===== src/rtl/core/ccrp_pkg.sv =====
`timescale 1ns / 1ps
// ----------------------------------------------------------------------------
// ccrp_pkg
// Shared types, widths and the cheat-code letter table.
// ----------------------------------------------------------------------------
package ccrp_pkg;

    localparam int CODE_SLOTS_DEF = 3;
    localparam int SLOT_W         = 42;
    localparam int CFG_IDX_W      = 3;   // covers up to eight slots
    localparam int ADDR_W         = 16;
    localparam int BYTE_W         = 8;
    localparam int IN_W           = 24;
    localparam int LETTERS        = 8;
    localparam int LETTER_W       = 5;
    localparam int NIB_W          = 4;

    localparam int BIT_EIGHT  = 40;
    localparam int BIT_ENABLE = 41;

    // Decoded code slot
    typedef struct packed {
        logic              valid;    // enabled and all used letters legal
        logic              eight;
        logic [ADDR_W-2:0] addr;     // bit 15 implied set
        logic [BYTE_W-1:0] value;
        logic [BYTE_W-1:0] compare;
    } slot_dec_t;

    // Item moving down the pipe
    typedef struct packed {
        logic [ADDR_W-1:0] addr;
        logic [BYTE_W-1:0] data;
        logic              patched;
    } item_t;

    typedef struct packed {
        logic             ok;
        logic [NIB_W-1:0] nib;
    } nib_t;

    // Letter index (A=0..Z=25) to nibble; letters outside the sixteen-letter code set fail
    function automatic nib_t letter_nibble(input logic [LETTER_W-1:0] letter);
        nib_t r;
        r.ok = 1'b1;
        unique case (letter)
            5'd0:    r.nib = 4'h0;   // A
            5'd4:    r.nib = 4'h8;   // E
            5'd6:    r.nib = 4'h4;   // G
            5'd8:    r.nib = 4'h5;   // I
            5'd10:   r.nib = 4'hC;   // K
            5'd11:   r.nib = 4'h3;   // L
            5'd13:   r.nib = 4'hF;   // N
            5'd14:   r.nib = 4'h9;   // O
            5'd15:   r.nib = 4'h1;   // P
            5'd18:   r.nib = 4'hD;   // S
            5'd19:   r.nib = 4'h6;   // T
            5'd20:   r.nib = 4'hB;   // U
            5'd21:   r.nib = 4'hE;   // V
            5'd23:   r.nib = 4'hA;   // X
            5'd24:   r.nib = 4'h7;   // Y
            5'd25:   r.nib = 4'h2;   // Z
            default:
            begin
                r.ok  = 1'b0;
                r.nib = 4'h0;
            end
        endcase
        return r;
    endfunction

endpackage


===== src/rtl/core/cheat_code_rom_read_patcher_unit.sv =====
`timescale 1ns / 1ps
// ----------------------------------------------------------------------------
// cheat_code_rom_read_patcher_unit
// Cheat-code patcher for ROM reads: decodes code slots and substitutes bytes.
// ----------------------------------------------------------------------------
// Accepts one ROM read transfer per clock while the output is not stalled, and
// returns one result per read. The pipe is an input register, then one pipeline
// stage per code slot applying that slot in order; the last slot stage is the
// output register. Stalls on the output back up through the stage chain without
// loss. Each slot register is decoded into a registered address/value/compare
// set, so a configuration write takes effect only after the slot register and
// then the decode one. Writes to an index at or beyond CODE_SLOTS are ignored.
module cheat_code_rom_read_patcher_unit
#(
    parameter int CODE_SLOTS = ccrp_pkg::CODE_SLOTS_DEF,
    localparam int OUT_BITS  = ccrp_pkg::BYTE_W + 1 + CODE_SLOTS,
    localparam int OUT_W     = ((OUT_BITS + 7) / 8) * 8
)
(
    input  logic                           clk,
    input  logic                           rst_n,
    input  logic                           s_tvalid,
    output logic                           s_tready,
    input  logic [ccrp_pkg::IN_W-1:0]      s_tdata,   // read_address, rom_byte
    output logic                           m_tvalid,
    input  logic                           m_tready,
    output logic [OUT_W-1:0]               m_tdata,   // patched_byte, was_patched,
                                                      // slots_valid, zero pad
    input  logic                           cfg_we,
    input  logic [ccrp_pkg::CFG_IDX_W-1:0] cfg_index,
    input  logic [ccrp_pkg::SLOT_W-1:0]    cfg_wdata
);
    import ccrp_pkg::*;

    slot_dec_t         dec   [CODE_SLOTS];
    logic              vld   [CODE_SLOTS+1];
    logic              rdy   [CODE_SLOTS+1];
    item_t             item  [CODE_SLOTS+1];
    logic [CODE_SLOTS-1:0] slots_valid;

    logic  in_valid_reg;
    item_t in_item_reg;

    // input register
    assign s_tready = !in_valid_reg || rdy[0];

    always_ff @(posedge clk or negedge rst_n)
    begin
        if (!rst_n)
        begin
            in_valid_reg <= 1'b0;
        end
        else if (s_tready)
        begin
            in_valid_reg <= s_tvalid;
        end
    end

    always_ff @(posedge clk)
    begin
        if (s_tready && s_tvalid)
        begin
            in_item_reg.addr    <= s_tdata[ADDR_W-1:0];
            in_item_reg.data    <= s_tdata[ADDR_W +: BYTE_W];
            in_item_reg.patched <= 1'b0;
        end
    end

    assign vld[0]  = in_valid_reg;
    assign item[0] = in_item_reg;

    for (genvar s = 0; s < CODE_SLOTS; s++)
    begin : g_slot
        logic slot_we;

        assign slot_we = cfg_we &&
                         ({1'b0, cfg_index} == (CFG_IDX_W+1)'(s));

        ccrp_slot_unit u_slot
        (
            .clk   (clk),
            .rst_n (rst_n),
            .we    (slot_we),
            .wdata (cfg_wdata),
            .dec   (dec[s])
        );

        ccrp_apply_stage u_stage
        (
            .clk       (clk),
            .rst_n     (rst_n),
            .dec       (dec[s]),
            .in_valid  (vld[s]),
            .in_ready  (rdy[s]),
            .in_item   (item[s]),
            .out_valid (vld[s+1]),
            .out_ready (rdy[s+1]),
            .out_item  (item[s+1])
        );

        assign slots_valid[s] = dec[s].valid;
    end

    assign rdy[CODE_SLOTS] = m_tready;
    assign m_tvalid        = vld[CODE_SLOTS];

    always_comb
    begin
        m_tdata                      = '0;
        m_tdata[BYTE_W-1:0]          = item[CODE_SLOTS].data;
        m_tdata[BYTE_W]              = item[CODE_SLOTS].patched;
        m_tdata[BYTE_W+1 +: CODE_SLOTS] = slots_valid;
    end

endmodule


===== src/rtl/core/ccrp_slot_unit.sv =====
`timescale 1ns / 1ps
// ----------------------------------------------------------------------------
// ccrp_slot_unit
// One code slot register and its registered decode (address/value/compare).
// ----------------------------------------------------------------------------
module ccrp_slot_unit
(
    input  logic                      clk,
    input  logic                      rst_n,
    input  logic                      we,
    input  logic [ccrp_pkg::SLOT_W-1:0] wdata,
    output ccrp_pkg::slot_dec_t       dec
);
    import ccrp_pkg::*;

    logic [SLOT_W-1:0] slot_reg;
    slot_dec_t         dec_reg;
    slot_dec_t         dec_next;
    nib_t              n [LETTERS];
    logic              letters_ok;

    always_ff @(posedge clk or negedge rst_n)
    begin
        if (!rst_n)
        begin
            slot_reg <= '0;
            dec_reg  <= '0;
        end
        else
        begin
            if (we)
            begin
                slot_reg <= wdata;
            end
            dec_reg <= dec_next;
        end
    end

    always_comb
    begin
        for (int i = 0; i < LETTERS; i++)
        begin
            n[i] = letter_nibble(slot_reg[LETTER_W*i +: LETTER_W]);
        end
        letters_ok = n[0].ok & n[1].ok & n[2].ok & n[3].ok & n[4].ok & n[5].ok;
        if (slot_reg[BIT_EIGHT])
        begin
            letters_ok = letters_ok & n[6].ok & n[7].ok;
        end

        dec_next.valid = slot_reg[BIT_ENABLE] & letters_ok;
        dec_next.eight = slot_reg[BIT_EIGHT];
        // fixed bit shuffle of the code format
        dec_next.addr  = {n[3].nib[2:0], n[4].nib[3], n[5].nib[2:0], n[1].nib[3],
                          n[2].nib[2:0], n[3].nib[3], n[4].nib[2:0]};
        dec_next.value = {n[0].nib[3], n[1].nib[2:0],
                          (slot_reg[BIT_EIGHT] ? n[7].nib[3] : n[5].nib[3]),
                          n[0].nib[2:0]};
        dec_next.compare = slot_reg[BIT_EIGHT] ?
                           {n[6].nib[3], n[7].nib[2:0], n[5].nib[3], n[6].nib[2:0]} :
                           '0;
    end

    assign dec = dec_reg;

endmodule


===== src/rtl/core/ccrp_apply_stage.sv =====
`timescale 1ns / 1ps
// ----------------------------------------------------------------------------
// ccrp_apply_stage
// Pipeline stage that applies one decoded slot to the item passing through.
// ----------------------------------------------------------------------------
module ccrp_apply_stage
(
    input  logic                clk,
    input  logic                rst_n,
    input  ccrp_pkg::slot_dec_t dec,
    input  logic                in_valid,
    output logic                in_ready,
    input  ccrp_pkg::item_t     in_item,
    output logic                out_valid,
    input  logic                out_ready,
    output ccrp_pkg::item_t     out_item
);
    import ccrp_pkg::*;

    logic  valid_reg;
    item_t item_reg;
    item_t item_next;
    logic  hit;

    // slot address always has bit 15 set
    always_comb
    begin
        hit = dec.valid && in_item.addr[ADDR_W-1] &&
              (in_item.addr[ADDR_W-2:0] == dec.addr) &&
              (!dec.eight || (dec.compare == in_item.data));
        item_next = in_item;
        if (hit)
        begin
            item_next.data    = dec.value;
            item_next.patched = 1'b1;
        end
    end

    assign in_ready = !valid_reg || out_ready;

    always_ff @(posedge clk or negedge rst_n)
    begin
        if (!rst_n)
        begin
            valid_reg <= 1'b0;
        end
        else if (in_ready)
        begin
            valid_reg <= in_valid;
        end
    end

    always_ff @(posedge clk)
    begin
        if (in_ready && in_valid)
        begin
            item_reg <= item_next;
        end
    end

    assign out_valid = valid_reg;
    assign out_item  = item_reg;

endmodule


===== config.mk =====
export PLATFORM = sky130hd
export DESIGN_NAME = cheat_code_rom_read_patcher_unit
export DESIGN_NICKNAME = d
export VERILOG_FILES = /design/src/rtl/core/ccrp_pkg.sv /design/src/rtl/core/cheat_code_rom_read_patcher_unit.sv /design/src/rtl/core/ccrp_slot_unit.sv /design/src/rtl/core/ccrp_apply_stage.sv
export SDC_FILE = /design/constraint.sdc
export NUM_CORES = 1
export LEC_CHECK = 0
export BUFFER_PORTS_ARGS = -buffer_cell sky130_fd_sc_hd__buf_2
export CAP_MARGIN = 20
export CORE_ASPECT_RATIO = 0.5
export CORE_MARGIN = 1.5
export CORE_UTILIZATION = 62
export DETAILED_ROUTE_END_ITERATION = 10
export PLACE_DENSITY_LB_ADDON = 0.15
export REMOVE_ABC_BUFFERS = 1
export SLEW_MARGIN = 5
export SYNTH_ARGS = -nofsm -noshare
export SYNTH_HDL_FRONTEND = slang
export SYNTH_SLANG_ARGS = --single-unit

===== constraint.sdc =====
create_clock -name clk -period 2.5 [get_ports clk]
set_input_delay 0.125 -clock clk [delete_from_list [all_inputs] [get_ports clk]]
set_output_delay 0.125 -clock clk [all_outputs]
set_load 0.005 [all_outputs]

---- Word level (Yosys, flattened, before mapping) ----
Cells that the tools add are included.
storage, ports and cells
  memories ................................ 0
  flip-flop bits (word level) ............. 312
  input bits .............................. 74
  ROM bits ................................ 0
  output and inout bits ................... 18
  RAM bits ................................ 0
  word-level logic and storage cells ...... 563
  bits in latches ......................... 0
cells by class
  div/mod/pow operators ................... 0
  multiply operators ...................... 0
  reductions and logical operators ........ 79
  $lt $le $gt $ge ......................... 0
  muxes and demuxes ....................... 60
  equal/unequal tests ..................... 368
  shift operators ......................... 0
  bitwise logic cells ..................... 24
  $add $sub $neg .......................... 0
operators with widths
  operator            number
  $pmux 4 s15         21
  $eq 5x5->1 const B  168
  $eq 5x4->1 const B  144
  $reduce_or 16->1    24
  $eq 5x3->1 const B  48
  $pmux 3 s15         3
  $logic_not 5->1     24
  $eq 15x15->1        3
  $mux 1              30
  $mux 9              3
  $and 1x1->1         24
  $eq 8x8->1          3
  $mux 8              3
  $logic_and 1x1->1   16
  $logic_not 1->1     7
  $logic_or 1x1->1    7
  $eq 3x1->1 const B  1
  $eq 3x2->1 const B  1
  $logic_not 3->1     1

---- Logic depth before layout (Yosys ltp) ----
Gate-level depths: netlist (run 1).
  depth in word-level cells ............... 12
  depth in mapped cells ................... 7
  mapped depth without buffers ............ 6

---- Hierarchy ----
Synthesis (run 1) repeated with hierarchy kept, for this count alone.
unflattened totals
  cells, all modules ...................... 1727
  area, all modules ....................... 17659.4 um2
by module, submodules not included
  module                              cells each  area each (um2)  sequential area each (um2)  instances
  ccrp_slot_unit at g_slot[1].u_slot  504         4431.8           1876.8                      1
  ccrp_slot_unit at g_slot[2].u_slot  493         4405.5           1876.8                      1
  ccrp_slot_unit at g_slot[0].u_slot  483         4391.7           1876.8                      1
  ccrp_apply_stage                    70          1193.6           775.7                       3
  cheat_code_rom_read_patcher_unit    37          849.6            745.7                       1

---- Worst setup path after synthesis (run 1) ----
Ideal clock, no wire load.
  path kind ............................... register to register
  start ................................... register g_slot[1].u_slot.slot_reg[16]
  end ..................................... register g_slot[1].u_slot.dec_reg (netlist bit g_slot[1].u_slot.dec[32])
  data required time ...................... 2.389 ns
  arrival ................................. 1.744 ns
  period minus slack after synthesis ...... 1.856 ns
  slack ................................... 0.644 ns
  path buffers ............................ 1
  library setup time ...................... 0.111 ns
  cell stages (with the launch flop) ...... 8
  cell sequence ........................... dfrtp_1 -> buf_6 -> inv_6 -> nor4_2 -> a311oi_1 -> nand4_1 -> or4_1 -> a2111oi_2
RTL lines
  element                 line                  text
  start, declared         ccrp_slot_unit.sv:16  logic [SLOT_W-1:0] slot_reg;
  start signal, assigned  ccrp_slot_unit.sv:33  slot_reg <= wdata;
  end signal, assigned    ccrp_slot_unit.sv:35  dec_reg <= dec_next;
  end, declared           ccrp_slot_unit.sv:17  slot_dec_t dec_reg;

==> results.py, run 1 <==
metrics = {
    "setup_path": {
        "crit_type": "flop to flop",
        "critPathMaxFanout": 13,
        "worst_setup_path_start_kind": "flop",
        "rr_worst_depth": 7,
        "crit_required_ns": 2.93,
        "worstPathArrival_ns": 2.78,
        "endpoint_kind": "flop",
    },
    "floorplan": {
        "start_util_pct": 63.5,
        "design.die.area_um2": 28300,
        "core_um2": 26600,
        "die_h_um": 120,
        "pin_count": 92,
        "fp.dieW_um": 237,
        "num_rows": 42,
    },
    "cells_and_area": {
        "largest_reg_flops": 126,
        "drive_gt1_share_pct": 15.4,
        "antenna_cells": 0,
        "multiInputGateArea_um2": 7930,
        "fillers": 1987,
        "layout_common_cells": "228 x dfrtp_1, 201 x nand2_1, 169 x o21ai_0",
        "final_common_cell": "dfrtp_1",
        "num-nets-final": 1904,
        "syn2layout_area_growth_pct": 13.0,
        "regArea_um2": 8220,
        "design_area_um2": 19100,
    },
    "detailed_routing": {
        "drc": 0,
        "routedWlPerCell_um": 19.7,
        "drt_iter0_markers": 1472,
        "vias": 13600,
        "wl_mm": 43.3,
        "routed_via_density": 6.18,
        "postRouteAntennaNets": 0,
        "firstDrtPassIters": 6,
    },
    "timing": {
        "rsz0062_at_grt": "false",
        "maxSlewHeadroom_pct": 41.8,
        "fin_crit_sh_pct": 94.1,
        "max_slew.worst_pin.slew_ns": 0.872,
        "setup_viol": 0,
        "hold_slack_ns": 0.148,
        "max_freq_ghz": 0.425,
        "fin_skew_ns": 0.0128,
        "hold_violations": 0,
        "slew_violations": 0,
        "finalCriticalPeriod_ns": 2.35,
    },
    "power_and_ir_drop": {
        "p_leak_uw": 0.00774,
        "p_total_uw": 17000,
        "powerDensity_nw_per_um2": 891,
        "max-vdd-ir-drop_mv": 0.537,
    },
    "synthesis": {
        "yosys_warnings": 0,
        "synthMuxAreaShare_pct": 7.38,
        "synth_edf_count": 83,
        "synth_compound_area_share_pct": 17.7,
        "async_reset_ff_share_pct": 73.4,
        "synth_seq_area_share_pct": 48.6,
        "synth.cell_area_um2": 16900,
        "synthAdderAreaFrac_pct": 0.0592,
        "post_synth_and_or_nand_nor_area_fraction_pct": 15.7,
        "synth_cell_type_count": 76,
        "synthXorXnorAreaFrac_pct": 5.70,
        "synth_top_family_by_area": "compound AO/OA/AOI/OAI gates",
        "synth_seq_cells": 312,
        "synth_cells": 1757,
        "ys.flop_type": "dfrtp_1",
        "avgSynthCellArea_um2": 9.63,
    },
    "placed_design": {
        "place_area_um2": 17500,
        "gp_congestion": 0.909,
        "io_buffers": 87,
        "dp_hpwl_mm": 30.2,
    },
    "clocking": {
        "cts_setup_buffers": 0,
        "htreeDepth": 1,
        "clock_path_buffers": 3,
        "cts-root-buf": "clkbuf_16",
        "path_clk_slew_ns": 0.07,
        "worstSkewPairLatency_ns": 0.55,
        "cts_buffers": 28,
        "clock-sinks": 312,
        "cts_tree": "yes",
    },
    "global_routing": {
        "grt_usage_pct": 31.0,
        "grt_pass1_wl_mm": 68.3,
        "grt.overflow.total": 0,
        "antenna_found_initial": 1,
        "grt_pass1_vias": 12600,
        "grt_max_degree": 84,
    },
    "flow_run": {
        "max-cap-violations": 0,
    },
    "status": {
        "status": "complete, no violations",
    },
    "worst_hold_path": {
        "hp-class": "input pin to async pin",
    },
}
-- per-stage QoR --
| step | instances | util (%) | worst slack (ns) | setup TNS, ns |
|---|---|---|---|---|
| 5_1_grt | 2204 | 71.7 | 0.0274 | 0 |
| 3_3_place_gp | 2082 | 65.7 | 0.240 | 0 |
| 6_report | 2204 | 71.7 | 0.147 | 0 |
| 4_1_cts | 2204 | 71.7 | 0.147 | 0 |
| 2_1_floorplan | 1613 | - | -3.26 | -363.14 |
| 3_5_place_dp | 2082 | 65.7 | 0.188 | 0 |
-- cell type report --
type / count / share of cell area, %
clock buffer: 37 / 4.11
sequential: 312 / 43.0
clock inverter: 15 / 0.563
multi-input combinational: 1252 / 41.5
tap: 352 / 2.30
inverter: 49 / 1.00
timing repair buffer: 187 / 7.50
-- worst max-delay path: stages (launching register included) --
cell,delay [ns]
dfrtp_1,0.51
inv_1,0.18
o32ai_1,0.11
a311oi_1,0.24
buf_4,0.19
nand4_1,0.08
or4_1,0.53
a2111oi_2,0.38
-- per-layer routing --
layer	up-vias	global-route usage, %	part of all wire, %
met5	-	0	0.023
met3	87	8.05	8.6
met4	2	9.01	2.7
met2	543	48.6	45
li1	6410	-	-
met1	6572	42.9	43
-- kinds of logic (layout without fill, tap and decap cells) --
group / Yosys count / in the layout
simple gates: 543 / 543
compound gates: 482 / 482
flops: 312 / 312
buf+inv: 196 / 288
mux: 112 / 112
xor+xnor: 110 / 110
fa+ha+maj: 1 / 1
other cells: 1 / 4
-- what timing repair did --
item / in CTS / in global routing
hold buffers: 70 / 0
gates resized for setup: 0 / 1
setup endpoints to repair: 0 / 1
hold endpoints to repair: 231 / 0
-- Yosys cell counts (12+ instances only) --
| master | n | area [µm²] |
|---|---|---|
| clkbuf_1 | 112 | 420 |
| o22ai_1 | 22 | 138 |
| o21a_1 | 13 | 97.6 |
| o21ai_0 | 169 | 846 |
| xnor2_1 | 40 | 350 |
| inv_1 | 42 | 158 |
| a21oi_1 | 104 | 521 |
| nor3_1 | 38 | 190 |
| nand3b_1 | 13 | 97.6 |
| buf_1 | 12 | 45.0 |
| nand4_1 | 17 | 106 |
| nand2_1 | 201 | 754 |
| a22oi_1 | 19 | 143 |
| nand2b_1 | 46 | 288 |
| xor2_1 | 70 | 613 |
| mux2_2 | 99 | 1110 |
| edfxtp_1 | 83 | 2490 |
| nor2_1 | 95 | 357 |
| a31oi_1 | 26 | 163 |
| nand3_1 | 22 | 110 |
| dfrtp_1 | 229 | 5730 |
| a32o_1 | 14 | 140 |
| nor4_1 | 18 | 113 |
| nor2b_1 | 43 | 269 |
-- power breakdown --
group | switching, µW | internal, µW | total, µW
Sequential | 1630 | 6350 | 7980
Combinational | 2560 | 2240 | 4800
Clock | 1920 | 2320 | 4240
Total | 6120 | 10900 | 17000
-- worst paths after layout --
check,to,start,slack [ns]
max,g_slot[1].u_slot.dec[32],g_slot[1].u_slot.slot_reg[17],0.15
min,g_slot[2].u_slot.slot_reg[31],rst_n,0.15
max reg2reg,g_slot[1].u_slot.dec[32],g_slot[1].u_slot.slot_reg[17],0.15
min reg2reg,g_slot[0].u_stage.out_item[20],in_item_reg[20],0.47
max in group asynchronous,g_slot[0].u_slot.dec[20],rst_n,1.55
min in group clk,g_slot[2].u_slot.slot_reg[12],cfg_index[0],0.15
No activity file was read; power rests on OpenSTA's default activity.
==> run 2, diff against run 1 <==
--- a/config.mk
+++ b/config.mk
@@ -7,9 +7,11 @@
 export LEC_CHECK = 0
 export BUFFER_PORTS_ARGS = -buffer_cell sky130_fd_sc_hd__buf_2
 export CAP_MARGIN = 20
+export CELL_PAD_IN_SITES_DETAIL_PLACEMENT = 0
+export CELL_PAD_IN_SITES_GLOBAL_PLACEMENT = 2
 export CORE_ASPECT_RATIO = 0.5
 export CORE_MARGIN = 1.5
-export CORE_UTILIZATION = 62
+export CORE_UTILIZATION = 40
 export DETAILED_ROUTE_END_ITERATION = 10
 export PLACE_DENSITY_LB_ADDON = 0.15
 export REMOVE_ABC_BUFFERS = 1
==> results.py, run 2 (synthesized netlist as in run 1, its figures left out) <==
metrics = {
    "status": {
        "status": "complete, no violations",
    },
    "clocking": {
        "htreeDepth": 1,
        "cts-root-buf": "clkbuf_16",
        "clock-sinks": 312,
        "path_clk_slew_ns": 0.07,
        "cts_buffers": 30,
        "clock_path_buffers": 3,
        "worstSkewPairLatency_ns": 0.58,
        "cts_tree": "yes",
        "cts_setup_buffers": 0,
    },
    "global_routing": {
        "grt.overflow.total": 0,
        "use_met3_pct": 3.09,
        "grt_pass1_vias": 12500,
        "grt-busiest-layer": "met2",
        "antenna_found_initial": 2,
        "grt_usage_pct": 21.9,
        "grt_use_met1_pct": 33.2,
        "grtUsageMet2_pct": 33.5,
        "grt_pass1_wl_mm": 73.7,
        "grt_max_degree": 68,
    },
    "setup_path": {
        "crit_required_ns": 2.82,
        "endpoint_kind": "flop",
        "worstPathArrival_ns": 2.74,
        "critPathMaxFanout": 9,
        "crit_type": "flop to flop",
        "worst_setup_path_start_kind": "flop",
    },
    "floorplan": {
        "fp.dieW_um": 294,
        "start_util_pct": 40.4,
        "die_h_um": 148,
        "pin_count": 92,
        "core_um2": 41800,
        "num_rows": 53,
        "design.die.area_um2": 43600,
    },
    "cells_and_area": {
        "largest_reg_flops": 126,
        "syn2layout_area_growth_pct": 15.7,
        "layout_common_cells": "228 x dfrtp_1, 201 x nand2_1, 169 x o21ai_0",
        "drive_gt1_share_pct": 16.4,
        "fillers": 3939,
        "num-nets-final": 1926,
        "antenna_cells": 0,
        "multiInputGateArea_um2": 7940,
        "design_area_um2": 19600,
        "regArea_um2": 8220,
        "final_cell_count_no_fill": 2453,
        "final_common_cell": "dfrtp_1",
    },
    "detailed_routing": {
        "drc": 0,
        "firstDrtPassIters": 5,
        "wl_mm": 47.5,
        "drt_iter0_markers": 1040,
        "vias": 13300,
        "routed_via_density": 5.43,
        "postRouteAntennaNets": 0,
        "routedWlPerCell_um": 19.3,
    },
    "placed_design": {
        "io_buffers": 87,
        "dp_slack_ns": 0.0326,
        "gp_congestion": 0.871,
        "place_area_um2": 17900,
        "dp_hpwl_mm": 34.7,
        "dp_cells": 2327,
    },
    "timing": {
        "fin_setup_tns_ns": 0,
        "finalCriticalPeriod_ns": 2.42,
        "fin_ws_ns": 0.0782,
        "fin_skew_ns": 0.0224,
        "hold_slack_ns": 0.0833,
        "maxSlewHeadroom_pct": 45.1,
        "max_freq_ghz": 0.413,
        "max_slew.worst_pin.slew_ns": 0.815,
        "hold_violations": 0,
        "fin_crit_sh_pct": 96.9,
        "rsz0062_at_grt": "false",
        "setup_viol": 0,
        "slew_violations": 0,
    },
    "worst_hold_path": {
        "hp-class": "input pin to async pin",
    },
    "power_and_ir_drop": {
        "p_leak_uw": 0.00785,
        "powerDensity_nw_per_um2": 885,
        "max-vdd-ir-drop_mv": 0.533,
    },
    "flow_run": {
        "max-cap-violations": 0,
    },
}
==> run 2: worst paths after layout <==
path | startpoint | end | slack, ns | cells past startpoint
setup / recovery | g_slot[0].u_stage.out_item[18] | g_slot[1].u_stage.out_item[5] | 0.08 | 6
hold / removal | rst_n | g_slot[2].u_slot.slot_reg[35] | 0.08 | 2
setup reg to reg | g_slot[0].u_stage.out_item[18] | g_slot[1].u_stage.out_item[5] | 0.08 | 6
hold reg to reg | in_item_reg[24] | g_slot[0].u_stage.out_item[24] | 0.46 | 0
max in group asynchronous | rst_n | g_slot[2].u_slot.dec[29] | 1.56 | 3
min in group clk | cfg_index[1] | g_slot[1].u_slot.slot_reg[11] | 0.11 | 4
==> run 2: cell type report <==
class,instances,area share [%]
flip-flops and latches,312,42.0
well taps,577,3.69
repair buffers,207,8.09
inverters,49,0.978
multi-input cells,1252,40.6
clock inverters,11,0.371
clock buffers,45,4.28
==> run 2: critical path, cell delays in order, from the launching register on <==
cell      delay [ns]
edfxtp_1        0.46
xnor2_1         0.19
nand3_1         0.13
nor4_1          0.66
nand4_1         0.21
buf_4           0.23
mux2_2          0.28
==> run 2: routing by layer <==
layer	vias to the layer above	wire length (µm)
li1	6462	-
met5	-	0
met4	0	707
met3	42	2230
met2	287	20900
met1	6523	23600
==> run 2: what timing repair did <==
item                                    in CTS  in global routing
hold endpoints to repair                   211                  0
gates cloned                                 0                  0
hold buffers                                70                  0
endpoints found under the setup margin       1                  9
gates resized for setup                      1                  3
==> run 2: metrics by stage <==
stage / util [%] / total power [µW]
after floorplan: - / 11000
after global placement: 42.9 / 12800
after detailed placement: 42.9 / 12900
after CTS: 46.7 / 17400
after global routing: 46.8 / 18500
final: 46.8 / 17300
==> run 2: where the power goes <==
group          internal, µW  total (µW)  switching (µW)
clock network          2320        4320            2000
logic                  2330        5150            2820
registers              6350        7840            1490
